===== src/rtl/swlp_pkg.sv =====
// shared constants and types for the sliding window latency percentile block
package swlp_pkg;

    localparam int DEPTH = 1024;
    localparam int AW    = $clog2(DEPTH);
    localparam int CW    = AW + 1;
    localparam int TW    = 48;
    localparam int VW    = 32;
    localparam int WSW   = 17;
    localparam int MSW   = 11;
    localparam int MW    = 40;
    localparam int SCW   = 11;
    localparam int WMW   = WSW + 10;
    localparam int SW    = VW + CW;
    localparam int DVW   = SW + 8;
    localparam int YW    = CW + 8;
    localparam int RS    = YW + 7;
    localparam longint unsigned RK_L = ((64'd1 << RS) + 64'd99) / 64'd100;
    localparam logic [RS-1:0] RK = RS'(RK_L);

    localparam logic [6:0] P50 = 7'd50;
    localparam logic [6:0] P95 = 7'd95;
    localparam logic [6:0] P99 = 7'd99;
    localparam logic [9:0] MS_PER_SEC = 10'd1000;

    localparam logic CFG_WINDOW = 1'b0;
    localparam logic CFG_MAX    = 1'b1;

    localparam logic [WSW-1:0] WINDOW_RESET = WSW'(60);
    localparam logic [MSW-1:0] MAX_RESET    = MSW'(1024);

    typedef struct packed {
        logic [TW-1:0] ts;
        logic [VW-1:0] val;
    } t_sample;

endpackage


===== src/rtl/swlp_div.sv =====
// restoring divider, one quotient bit per cycle while busy, for the windowed mean
module swlp_div (
    input  logic                     i_clk,
    input  logic                     i_rst_n,
    input  logic                     i_start,
    input  logic [swlp_pkg::DVW-1:0] i_dividend,
    input  logic [swlp_pkg::CW-1:0]  i_divisor,
    output logic                     o_busy,
    output logic [swlp_pkg::DVW-1:0] o_quotient
);
    import swlp_pkg::*;

    localparam int DCW = $clog2(DVW + 1);

    logic           r_busy;
    logic [DCW-1:0] r_step;
    logic [DVW-1:0] r_q;
    logic [CW-1:0]  r_rem;
    logic [CW-1:0]  r_d;
    logic [CW:0]    trial;
    logic           qbit;

    always_comb begin
        trial = {r_rem, r_q[DVW-1]};
        qbit  = (trial >= {1'b0, r_d});
    end

    always_ff @(posedge i_clk) begin
        if (!i_rst_n) begin
            r_busy <= 1'b0;
            r_step <= '0;
        end else if (i_start) begin
            r_busy <= 1'b1;
            r_step <= DCW'(DVW);
            r_q    <= i_dividend;
            r_rem  <= '0;
            r_d    <= i_divisor;
        end else if (r_busy) begin
            r_q   <= {r_q[DVW-2:0], qbit};
            r_rem <= qbit ? CW'(trial - {1'b0, r_d}) : trial[CW-1:0];
            r_step <= r_step - 1'b1;
            if (r_step == DCW'(1)) begin
                r_busy <= 1'b0;
            end
        end
    end

    assign o_busy     = r_busy;
    assign o_quotient = r_q;
endmodule


===== config.mk =====
export PLATFORM = sky130hd
export DESIGN_NAME = swlp_div
export DESIGN_NICKNAME = d
export VERILOG_FILES = /design/src/rtl/swlp_pkg.sv /design/src/rtl/swlp_div.sv
export SDC_FILE = /design/constraint.sdc
export NUM_CORES = 1
export LEC_CHECK = 0
export ABC_AREA = 1
export BUFFER_PORTS_ARGS = -buffer_cell sky130_fd_sc_hd__buf_2
export CAP_MARGIN = 15
export CORE_ASPECT_RATIO = 0.7
export CORE_MARGIN = 1
export CORE_UTILIZATION = 25
export DETAILED_ROUTE_END_ITERATION = 8
export GPL_TIMING_DRIVEN = 0
export HOLD_SLACK_MARGIN = 0.12
export PLACE_DENSITY_LB_ADDON = 0.1
export SETUP_SLACK_MARGIN = 0.4
export SKIP_LAST_GASP = 1
export SLEW_MARGIN = 30
export SYNTH_ARGS = -nofsm -noshare
export SYNTH_HDL_FRONTEND = slang
export SYNTH_SLANG_ARGS = --single-unit

===== constraint.sdc =====
create_clock -name i_clk -period 5.2 [get_ports i_clk]
set_input_delay 0.52 -clock i_clk [delete_from_list [all_inputs] [get_ports i_clk]]
set_output_delay 0.52 -clock i_clk [all_outputs]
set_load 0.01 [all_outputs]

---- Word level (Yosys, flattened, before mapping) ----
Index checks and enable logic that the tools add are counted.
operators by class
  add/subtract/negate cells ............... 2
  magnitude comparators ................... 1
  equality and inequality tests ........... 1
  mux-type cells .......................... 9
  bitwise logic cells ..................... 1
  reductions and logical operators ........ 4
operators by type and width
  cell                                                                   count
  51-bit 2-to-1 mux                                                      2
  11-bit 2-to-1 mux                                                      2
  12-bit by 11-bit greater-or-equal comparator with 1-bit output         1
  6-bit 2-to-1 mux                                                       2
  11-bit subtractor                                                      1
  6-bit by 1-bit equality test with 1-bit output, second input constant  1
  6-bit by 1-bit subtractor with 6-bit output, second input constant     1
  2-bit AND reduction                                                    2
  1-bit 2-to-1 mux                                                       3
  2-bit nonzero test                                                     1
  2-bit OR reduction                                                     1
  1-bit inverter                                                         1
word-level totals
  register bits ........................... 80
  logic and storage cells ................. 24

---- Logic depth before layout (Yosys ltp) ----
  depth after elaboration ................. 4
  mapped depth ............................ 12

---- Worst setup path after synthesis ----
Ideal clock, no wire load.
  path kind ............................... input port to flip-flop
  from .................................... in i_start
  to ...................................... reg r_q[0], in the netlist o_quotient[0], enable pin
  library setup time ...................... 0.484 ns
  arrival time ............................ 3.529 ns
  path slack .............................. 1.188 ns
  cell stages on the path ................. 3
  cells stage by stage .................... clkbuf_1 -> nor2_1 -> nor2_1
on the way
  longest elaborated chain between the ends .. 2
RTL lines
  item                                  RTL line        text
  start: declaration                    swlp_div.sv:5   input logic i_start,
  2-bit nonzero test (no source line)   --
  2-bit AND reduction (no source line)  --
  end signal: assignment                swlp_div.sv:35  r_q <= i_dividend;
  end signal: assignment                swlp_div.sv:39  r_q <= {r_q[DVW-2:0], qbit};
  end: declaration                      swlp_div.sv:17  logic [DVW-1:0] r_q;
No other way between the ends.
A chain may end at the register's enable or synchronous reset.

---- Final worst setup path ----
  from .................................... reg r_q[50], in the netlist o_quotient[50]
  to ...................................... reg r_rem[7], data pin
on the way
  longest elaborated chain between the ends .. 3
  elaborated cells on any way between the ends .. 4
RTL lines
  item                                                                                                 RTL line                        text
  11-bit subtractor or 12-bit by 11-bit greater-or-equal comparator with 1-bit output (tied branches)  swlp_div.sv:40, swlp_div.sv:25
  11-bit 2-to-1 mux (*)                                                                                swlp_div.sv:40                  r_rem <= qbit ? CW'(trial - {1'b0, r_d}) : trial[CW-1:0];
  11-bit 2-to-1 mux (*)                                                                                swlp_div.sv:38                  end else if (r_busy) begin
  end signal: assignment                                                                               swlp_div.sv:40
  end: declaration                                                                                     swlp_div.sv:18                  logic [CW-1:0] r_rem;
Every way passes the cells marked *; elsewhere a longest branch is shown, timed or not. The select of a mux whose other input is x is not followed.

==> metrics.txt <==
slew margin rel. 0.597; CP Depth 12; Reg2Reg Depth 12; PD cells approximately 320 mW/mm2; total global routing overflow 0; IO Pins 117; internal cell power around 0.0012 W; DRC Markers 0; first-pass GRT wire length 16.9 mm; register share of total power 0.457; R2R Path Start o_quotient[50]; top cells by area, synth edfxtp_1, nand2_1, inv_1; row count 38; routed vias/inst 4.05; Gate Count Post-Synth 483; final wirelength 10.8 mm; R2R setup slack 2.94 ns; H-tree levels 3; Mapped Area 0.00415 mm2; critical path data required time between 5 and 6 ns; hpwl dp 8.35 mm; CTS Buf Count 9; Max Clock Skew 0.00812 ns; Synth top area share 0.529; Hold Path Class primary input to flop; Post-synth EDFFs 73; largest net degree at the start of global routing 23; most common cell after layout, fill and taps aside nand2_1; Synthesis Warnings 0; share of post-route cells with drive strength above 1 0.246; Max clock buf depth 2; IO buf count around 120; worst-skew pair later-pin latency between 0.3 and 0.4 ns; area leader, netlist edfxtp_1; placer congestion estimate ~0.8; drt pass-1 iters 4; dominant synthesized flop cell edfxtp_1; Final Net Count 692; Mapped Nets 562; vias in the first global route 3259; Hold WS approximately 0.36 ns; CP top delay family adder cells; Final Hold Violating Endpoints 0; startpoint types flop; Initial Util 0.262; Crit Path Class flop to flop; FFs w/ async S/R, synth 0; Worst-Margin Slew between 0.6 and 0.7 ns; clk sink count 80; Global Route Usage Sum 0.130; Hold Path Stages 1; Buf/Inv on CP 3; commonest non-fill, non-tap cells in the layout nand2_1, buf_2, edfxtp_1, inv_1, nor2_1; largest stage delay on the critical path 0.41 ns; # hold bufs at CTS 0; initial antenna violation count 0; reg-to-reg endpoint r_rem[7]; root buffer cell clkbuf_16; Leak 2.66 nW; average wire per standard cell 12.9 um; Max FO, Critical Path 10; Avg Synthesized Cell Area between 8 and 9 um2; crit path time final approximately 2.3 ns; Hold Path Sink r_d[2]; worst hold start i_divisor[2]; CP arrival between 2 and 2.5 ns; critical path, cell by cell inv_1 > ha_1 > fa_1 > inv_1 > nand3_1 > nand3_2 > nand3_2 > nand3_2 > nor2_2 > buf_6 > nor2_1 > nor2_1; Net Sw Frac 0.291; register area share after synthesis 0.562; RSZ-0062 raised after global routing no; clock share of power 0.359; # setup viols final 0; Comb power frac 0.184; fill count 1678; slowest stage cell, crit path fa_1; die height 110 um; Max-Cap Viols 0; status complete, no violations; net switching power figure roughly 0.0005 W; DRT iter0 DRCs ~170; number of synthesized register bits 80; period utilisation layout 0.434; Final Power 0.00172 W; # resized after CTS 0; count of different cell masters after synthesis 27; post-CTS setup buffers 0; CTS tree built; worst setup margin 2.94 ns; max-slew violations 0; n_diodes 0; total vias in the final route 3390; Antenna Nets Post-Route 0; Fmax 0.443 GHz; clock slew at reported path FFs approximately 0.070 ns; Die ar. 0.0171 mm2; core area 0.0158 mm2; Crit. End Element flop; DIE WIDTH 156 um; Setup Slack @ Placement 2.60 ns; cell mode on critical path nand3_2; Area Overhead vs Synth 29.7%; Peak supply drop 0.146 mV
per-stage QoR:
| stage | setup TNS [ns] | cells | utilization | cell area (um2) |
|---|---|---|---|---|
| final | 0 | 838 | 0.340 | 5380 |
| after global routing | 0 | 838 | 0.340 | 5380 |
| after CTS | 0 | 838 | 0.340 | 5380 |
| after detailed placement | 0 | 822 | 0.322 | 5090 |
| after global placement | -48.67 | 819 | 0.316 | 5000 |
| after floorplan | 0 | 483 | - | 4150 |
per-layer routing:
metal / up-vias / global-route usage / part of all wire
met1: 1508 / 0.185 / 0.52
li1: 1798 / - / -
met2: 80 / 0.188 / 0.41
met4: 0 / 0.0336 / 0.0065
met5: - / 0 / 0
met3: 4 / 0.0406 / 0.058
worst max-delay path by stage:
stage | slack, ns | start | endpoint
2_1_floorplan | 1.19 | i_start | o_quotient[0]
3_3_place_gp | -0.78 | i_start | o_quotient[17]
3_5_place_dp | 2.60 | i_start | r_d[1]
4_1_cts | 2.91 | o_quotient[50] | r_rem[6]
5_1_grt | 2.76 | o_quotient[50] | r_rem[0]
6_report | 2.94 | o_quotient[50] | r_rem[7]
worst reg2reg max path: stages (launching register included):
cell	delay, ns
edfxtp_1	0.39
inv_1	0.09
ha_1	0.23
fa_1	0.41
inv_1	0.12
nand3_1	0.09
nand3_2	0.12
nand3_2	0.12
nand3_2	0.10
nor2_2	0.05
buf_6	0.14
nor2_1	0.10
nor2_1	0.05
cell usage after synthesis (2+ instances only):
library cell  instances
inv_1                56
nand2_1             228
nand3_2               4
nand3_1              12
clkbuf_1             10
xor2_1                2
a31oi_1               3
buf_4                 2
buf_6                 2
dfxtp_1               7
a21oi_1               5
nor2_2                2
edfxtp_1             73
nand4_1              13
nor2_1               38
ha_1                 13
xnor2_1               2
buf_2                 2
power by group through the flow:
stage          Sequential, W  Clock, W  Combinational, W
2_1_floorplan       0.000813         0          0.000190
3_3_place_gp        0.000806         0          0.000306
3_5_place_dp        0.000802         0          0.000320
4_1_cts             0.000789  0.000644          0.000322
5_1_grt             0.000794  0.000665          0.000365
6_report            0.000788  0.000618          0.000317
registers in the layout, summed over array words and instances, names as in the netlist:
register,cells
o_quotient,51
r_d,11
r_rem,11
r_step,6
o_busy,1
kinds of logic (layout without fill, tap and decap cells):
logic type                 count (synthesis)  in the layout  synth area share
DFF                                       80             80             0.562
xor gates and xnor gates                   4              4           0.00845
and+or+nand+nor                          302            302             0.299
AOI/OAI and AO/OA                         10             10            0.0139
buffers and inverters                     73            208            0.0721
adders and majority gates                 14             14            0.0441
layout make-up:
type / instances / area [um2] / share of cell area
Timing Repair Buffer: 119 / 663 / 0.123
Tap cell: 220 / 275 / 0.0512
Clock inverter: 7 / 61.3 / 0.0114
Clock buffer: 9 / 225 / 0.0419
Inverter: 56 / 210 / 0.0391
Multi-Input combinational cell: 330 / 1520 / 0.283
Sequential cell: 80 / 2330 / 0.434
Buffer: 17 / 88.8 / 0.0165
Note: power is estimated with default switching activity, not from simulation.
