### src/rtl/swlp_ram.sv
// generic single write, single registered read ram
module swlp_ram #(
    parameter int W = 8,
    parameter int D = 16
) (
    input  logic                 i_clk,
    input  logic                 i_we,
    input  logic [$clog2(D)-1:0] i_waddr,
    input  logic [W-1:0]         i_wdata,
    input  logic [$clog2(D)-1:0] i_raddr,
    output logic [W-1:0]         o_rdata
);
    logic [W-1:0] r_mem [D];
    logic [W-1:0] r_rdata;

    always_ff @(posedge i_clk) begin
        if (i_we) begin
            r_mem[i_waddr] <= i_wdata;
        end
        r_rdata <= r_mem[i_raddr];
    end

    assign o_rdata = r_rdata;
endmodule

### config.mk
export PLATFORM = sky130hd
export DESIGN_NAME = swlp_ram
export DESIGN_NICKNAME = d
export VERILOG_FILES = /design/src/rtl/swlp_ram.sv
export SDC_FILE = /design/constraint.sdc
export NUM_CORES = 1
export LEC_CHECK = 0
export BUFFER_PORTS_ARGS = -buffer_cell sky130_fd_sc_hd__buf_2
export CORE_MARGIN = 2
export CORE_UTILIZATION = 63
export CTS_BUF_LIST = sky130_fd_sc_hd__clkbuf_2
export DETAILED_ROUTE_END_ITERATION = 8
export GPL_TIMING_DRIVEN = 0
export MAX_ROUTING_LAYER = met4
export PLACE_DENSITY = 0.84
export SLEW_MARGIN = 5
export SYNTH_ARGS = -nofsm -noshare
export SYNTH_HDL_FRONTEND = slang
export SYNTH_SLANG_ARGS = --single-unit
### constraint.sdc
create_clock -name i_clk -period 1.9 [get_ports i_clk]
set_input_delay 0.19 -clock i_clk [delete_from_list [all_inputs] [get_ports i_clk]]
set_output_delay 0.19 -clock i_clk [all_outputs]
set_load 0.005 [all_outputs]
Word-level counts from Yosys, hierarchy flattened
Memories as Yosys holds them, arrays and structs flattened. A register that Yosys moved wholly into a read port is not among the register bits.
Cells that the tools add are included.
{"block": "totals", "mem_count": 1, "mem_bits_rw": 128, "out_inout_bits": 8, "register_bits": 0}
{"memory": "r_mem", "depth": 16, "width": 8, "read_ports": 1, "rd_ports_with_merged_regs": 1, "write_ports": 1, "line_no": "13", "rtl": "logic [W-1:0] r_mem [D];"}
{"block": "classes", "muxes": 2}
{"operator": "$mux W1", "n": 2}

Depth between registers and ports, before layout
Gate-level depths: netlist of run 1.
{"block": "depth", "ltp_word": 2, "ltp_mapped": 5, "depth_no_buf": 3}

Least setup slack after synthesis of run 1
No wires, ideal clock.
{"block": "synth_timing", "path_kind": "input -> register", "startpoint": "input port i_waddr[2]", "endpoint": "memory r_mem[0][0] (enable)", "slack_ps": 217, "t_required_ps": 1517, "arrival_ps": 1300, "path_stages": 2, "path_cell_list": "or3b_2 -> nor3_1"}
{"item": "from (decl)", "line_no": "8", "rtl": "input logic [$clog2(D)-1:0] i_waddr,"}
{"item": "to (decl)", "line_no": "13"}
No word-level cell before the write port.

Worst setup path after layout of run 1
{"block": "layout_timing", "startpoint": "input port i_waddr[2]", "endpoint": "memory r_mem[0][4] (enable)"}
No word-level cell before the write port.

==> reports/metrics.yaml, run 1 <==
outcome: "complete, no violations"
firstDrtPassIters: 5
ios: 26
cts_buffers: 17
layout_common_cells: "edfxtp_1, buf_2, clkbuf_2"
max_cap_violations: 0
yosys.area_share.simple_pct: 3.18
cp_data_arrival_time_ns: 1.75
fin_area_sq_mm: 0.00567
cellLeakagePower_nw: 1.89
clockBufferDepth: 2
core_sq_mm: 0.00781
tritoncts: "built"
drt_first_iter_violations: 381
mostFrequentLayoutCell: "edfxtp_1"
cp_max_fo: 8
wl_per_cell_um: 24.3
crit_path_end_kind: "flop"
instances_no_fill: 396
synth-compound-area-share_pct: 2.33
setup_violations: 0
powerDensity_mw_per_mm2: 901
min_period_over_period_pct: 78.0
hold_violations: 0
grt-ovfl-total: 0
rsz0062_at_grt: "false"
avgSynthCellArea_sq_um: 22.5
clock-skew-final_ns: 0.0298
max_freq_mhz: 675
synth_top_family_by_area: "multiplexers"
root_buffer: "clkbuf_2"
cts.sinks: 136
start_util_pct: 65.9
yosys.area_share.adder_pct: 0
dieWidth_um: 94.4
synth_cells: 229
antenna_found_initial: 1
cp.required_ns: 2.17
holdPathStages: 4
htreeDepth: 4
path_clk_slew_ns: 0.18
wirelength_um: 9610
yosys_warnings: 0
synth_xor_area_share_pct: 0
dpl-instance-area_sq_mm: 0.00540
muxShareOfSynthArea_pct: 15.0
postRouteAntennaNets: 0
vias: 2535
die_h_um: 94.4
fp.dieArea_sq_mm: 0.00891
clk_latency_ns: 0.66
synth_cell_types: 19
place_hpwl_um: 6140
maxSlewHeadroom_pct: 18.4
maxSlewViolCount: 0
final_layout_size_suffix_gt1_share_pct: 27.3
num-nets-final: 298
grt_max_degree: 17
grt_pass1_vias: 2430
area_growth_pct: 10.1
period_minus_slack_ns: 1.48
gp_congestion: 0.739
critPathKind: "input port to flop"
port_buffers: 24
ys_seq_area_share_pct: 77.8
grt_pass1_wl_um: 14200
power.total_mw: 5.10
worstRegToRegCells: 3
routed_via_density: 6.40
ir_drop_mv: 0.770
dp.cells: 355
holdCritPathClass: "input port to flop"
syn-num-nets: 247
crit_path_start_kind: "input port"
tightestPinTransition_ns: 1.21
gr-usage-all-layers_pct: 24.7
remaining_drc_errors: 0
rows: 32
syn_area_sq_mm: 0.00515
ys_seq_elements: 136
## registers in the layout, summed over array words and instances, names as in the netlist
register and cells:
o_rdata 8, r_mem 128
## routing by layer
layer / vias up / share of wire [%] / wire, um / global-route usage, %
met5: - / 0 / 0 / -
li1: 1083 / - / - / -
met4: 0 / 2.3 / 217 / 10.9
met3: 16 / 8.6 / 827 / 5.35
met2: 164 / 49 / 4680 / 35.6
met1: 1272 / 40 / 3890 / 35.2
## where the power goes
group	switching [mW]	total (mW)	leakage [nW]	internal, mW
registers	0.0164	3.37	1.22	3.35
logic	0.185	0.328	0.548	0.143
clock network	0.950	1.41	0.121	0.458
## critical path, cell delays in order
cell and delay (ns):
buf_2 0.12, or3b_2 0.53, nor3_1 0.92
## through the flow
step                util, %  setup TNS (ns)  worst slack (ns)  hold WS, ns
floorplan                 -               0             0.217        0.289
global placement       69.1           -2.87            -0.302        0.565
detailed placement     69.1           -2.39            -0.286        0.565
CTS                    72.5               0             0.414       0.0291
global route           72.6               0             0.360       0.0356
finish                 72.6               0             0.419       0.0597
## cell families (layout without fill, tap and decap cells)
group,after synthesis,after routing
other cells,0,1
flops,136,136
simple gates,35,35
compound gates,16,16
mux,32,32
buf+inv,10,74
## cell type report
cell class                 count  area (sq um)
antenna                        1          2.50
buffer                        10          86.3
clock buffer                  20           100
clock inverter                12          87.6
fill                         479          2140
multi-input combinational     83          1060
sequential                   136          4000
tap                          102           128
timing repair buffer          32           200
## what timing repair did
item / in CTS / in global routing
setup buffers: 0 / 0
endpoints found under the hold margin: 128 / 0
hold buffers: 8 / 0
gates resized for setup: 0 / 0
endpoints found under the setup margin: 0 / 0
## worst paths after layout
kind                          startpoint               endpoint  slack, ns
hold reg to reg   r_mem[10][7]$_DFFE_PP_     o_rdata[7]$_DFF_P_       0.71
setup reg to reg   r_mem[6][2]$_DFFE_PP_     o_rdata[2]$_DFF_P_       0.49
setup / recovery              i_waddr[2]  r_mem[0][4]$_DFFE_PP_       0.42
hold / removal                i_raddr[1]     o_rdata[0]$_DFF_P_       0.06
## cell usage after synthesis, drive strengths merged
master,count,area (sq um)
dfxtp,8,160
buf,7,56.3
nand3,1,5.00
nand2b,2,12.5
mux4,32,773
nand3b,2,15.0
a22oi,16,120
clkdlybuf4s25,3,30.0
edfxtp,128,3840
and2,1,6.26
nor2,13,48.8
nand2,9,33.8
or3b,1,8.76
nor2b,1,6.26
and2b,1,7.51
nor3,4,20.0
Power figures use the tool's default switching activity.
==> run 2: changes to the inputs <==
==> constraint.sdc (replaced) <==
create_clock -name i_clk -period 1.45 [get_ports i_clk]
set_input_delay 0.145 -clock i_clk [delete_from_list [all_inputs] [get_ports i_clk]]
set_output_delay 0.145 -clock i_clk [all_outputs]
set_load 0.005 [all_outputs]
==> reports/metrics.yaml, run 2 (same netlist as run 1, synthesis figures left out) <==
outcome: "finished with violations"  # was complete, no violations
failed_checks: "hold timing"
rsz0062_at_grt: "false"  # unchanged
fp.dieArea_sq_mm: 0.00891  # unchanged
clk_latency_ns: 0.66  # about the same
wirelength_um: 9540  # was 9610 um
fin_area_sq_mm: 0.00579  # was 0.00567 sq mm
cp_data_arrival_time_ns: 2.00  # was 1.75 ns
path_cells: "dlygate4sd3_1, buf_6, buf_4, mux4_2, a22oi_1, nand2_1"  # was buf_2, or3b_2, nor3_1
gp_congestion: 0.752  # was 0.739
fin_setup_tns_ns: 0  # unchanged
largest_register_ffs: 128  # unchanged
crit_path_start_kind: "input port"  # unchanged
path_clk_slew_ns: 0.21  # was 0.18 ns
tightestPinTransition_ns: 1.15  # was 1.21 ns
min_period_over_period_pct: 98.8
powerDensity_mw_per_mm2: 1270  # was 901 mW/mm^2
cpPeakStageDelay_ns: 0.56  # was 0.92 ns
cellLeakagePower_nw: 1.94  # was 1.89 nW
remaining_drc_errors: 0  # unchanged
max_freq_mhz: 698
dpl-instance-area_sq_mm: 0.00540  # about the same
grt_pass1_wl_um: 14200  # about the same
dp.cells: 355  # unchanged
top_layer: "met4"  # unchanged
postCtsSetupRepairBufs: 0  # unchanged
vias: 2513  # was 2535
cts.sinks: 136  # unchanged
ctsHoldBuffers: 10  # was 8
drt_first_iter_violations: 312  # was 381
rows: 32  # unchanged
worstRegToRegCells: 3  # unchanged
cp.required_ns: 2.02  # was 2.17 ns
layout_common_cells: "edfxtp_1, buf_2, mux4_2, clkbuf_2, a22oi_1"  # was edfxtp_1, buf_2, clkbuf_2
firstDrtPassIters: 5  # unchanged
area_growth_pct: 12.4  # was 10.1%
postRouteAntennaNets: 0  # unchanged
die_h_um: 94.4  # unchanged
holdCritPathClass: "input port to flop"  # unchanged
grt_pass1_vias: 2443  # was 2430
setup_slack_ns: 0.0176  # was 0.419 ns
ios: 26  # unchanged
max_cap_violations: 0  # unchanged
crit_slowest_cell: "mux4_2"  # was nor3_1
final_layout_size_suffix_gt1_share_pct: 28.8  # was 27.3%
root_buffer: "clkbuf_2"  # unchanged
cts_buffers: 17  # unchanged
period_minus_slack_ns: 1.43
grt_max_degree: 17  # unchanged
r2r-start: "r_mem[4][7]$_DFFE_PP_"  # was r_mem[6][2]$_DFFE_PP_
htreeDepth: 4  # unchanged
dr_wl_met2_um: 4750  # was 4680 um
start_util_pct: 65.9  # unchanged
clockBufferDepth: 2  # unchanged
antenna_found_initial: 0  # was 1
hold_violations: 8  # was 0
tritoncts: "built"  # unchanged
mostFrequentLayoutCell: "edfxtp_1"  # unchanged
whs_ns: -0.0387  # was 0.0597 ns
core_sq_mm: 0.00781  # unchanged
antenna_cells: 0  # was 1
port_buffers: 24  # unchanged
grt-ovfl-total: 0  # unchanged
maxSlewHeadroom_pct: 22.7  # was 18.4%
place_hpwl_um: 5970  # was 6140 um
maxSlewViolCount: 0  # unchanged
met1_length_um: 3710  # was 3890 um
dpl_worst_slack_ns: -0.421  # was -0.286 ns
setup_violations: 0  # unchanged
r2r-end: "o_rdata[7]$_DFF_P_"  # was o_rdata[2]$_DFF_P_
routed_via_density: 6.33  # was 6.40
critPathKind: "input port to flop"  # unchanged
cp-startpoint: "i_raddr[0]"  # was i_waddr[2]
crit_path_end_kind: "flop"  # unchanged
regMostFlops: "r_mem"  # unchanged
gr-usage-all-layers_pct: 24.5  # was 24.7%
wl_per_cell_um: 24.0  # was 24.3 um
post_cts_resize_count: 0  # unchanged
dieWidth_um: 94.4  # unchanged
num-nets-final: 300  # was 298
met3_length_um: 928  # was 827 um
ir_drop_mv: 0.896  # was 0.770 mV
clock-skew-final_ns: 0.0290  # was 0.0298 ns
cp_max_fo: 10  # was 8
ff2ff_setup_slack_ns: 0.05  # was 0.49 ns
instances_no_fill: 397  # was 396
crit_end: "o_rdata[0]$_DFF_P_"  # was r_mem[0][4]$_DFFE_PP_
## run 2: worst min path at each step
stage,end,cells after the start,start
finish,r_mem[0][3]$_DFFE_PP_,2,i_waddr[0]
global route,r_mem[0][3]$_DFFE_PP_,2,i_waddr[0]
CTS,r_mem[0][3]$_DFFE_PP_,2,i_waddr[0]
detailed placement,o_rdata[1],1,o_rdata[1]$_DFF_P_
global placement,o_rdata[4],1,o_rdata[4]$_DFF_P_
floorplan,r_mem[0][0]$_DFFE_PP_,0,i_wdata[0]
## run 2: where the power goes
part | internal, mW | total, mW | switching (mW)
registers | 4.39 | 4.41 | 0.0233
logic | 0.191 | 0.431 | 0.240
clock network | 1.15 | 2.50 | 1.35
total | 5.73 | 7.35 | 1.62
## run 2: final cells by class
| cell class | count | area [sq um] |
|---|---|---|
| plain buffers | 10 | 86.3 |
| clock buffers | 18 | 90.1 |
| clock inverters | 14 | 198 |
| fillers | 439 | 2020 |
| multi-input cells | 83 | 1060 |
| flip-flops and latches | 136 | 4000 |
| well taps | 102 | 128 |
| repair buffers | 34 | 220 |
## run 2: stage by stage
step           total power, mW  hold WS [ns]  util [%]
6_report                  7.35       -0.0387      74.1
5_1_grt                   7.59       -0.0980      74.1
4_1_cts                   7.38       -0.0757      74.1
3_5_place_dp              4.91         0.525      69.2
3_3_place_gp              4.88         0.520      69.2
2_1_floorplan             4.72         0.244         -
## run 2: critical path: cells and delay by family
kind / cells / cell delay, ns
compound gates: 1 / 0.25
buf+inv: 3 / 0.92
mux: 1 / 0.56
simple gates: 1 / 0.11
## run 2: routing by layer
| layer | GRT usage (%) | up-vias |
|---|---|---|
| li1 | - | 1091 |
| met1 | 34.1 | 1243 |
| met2 | 36.3 | 161 |
| met4 | 7.97 | 0 |
| met5 | - | - |
| met3 | 6.62 | 18 |
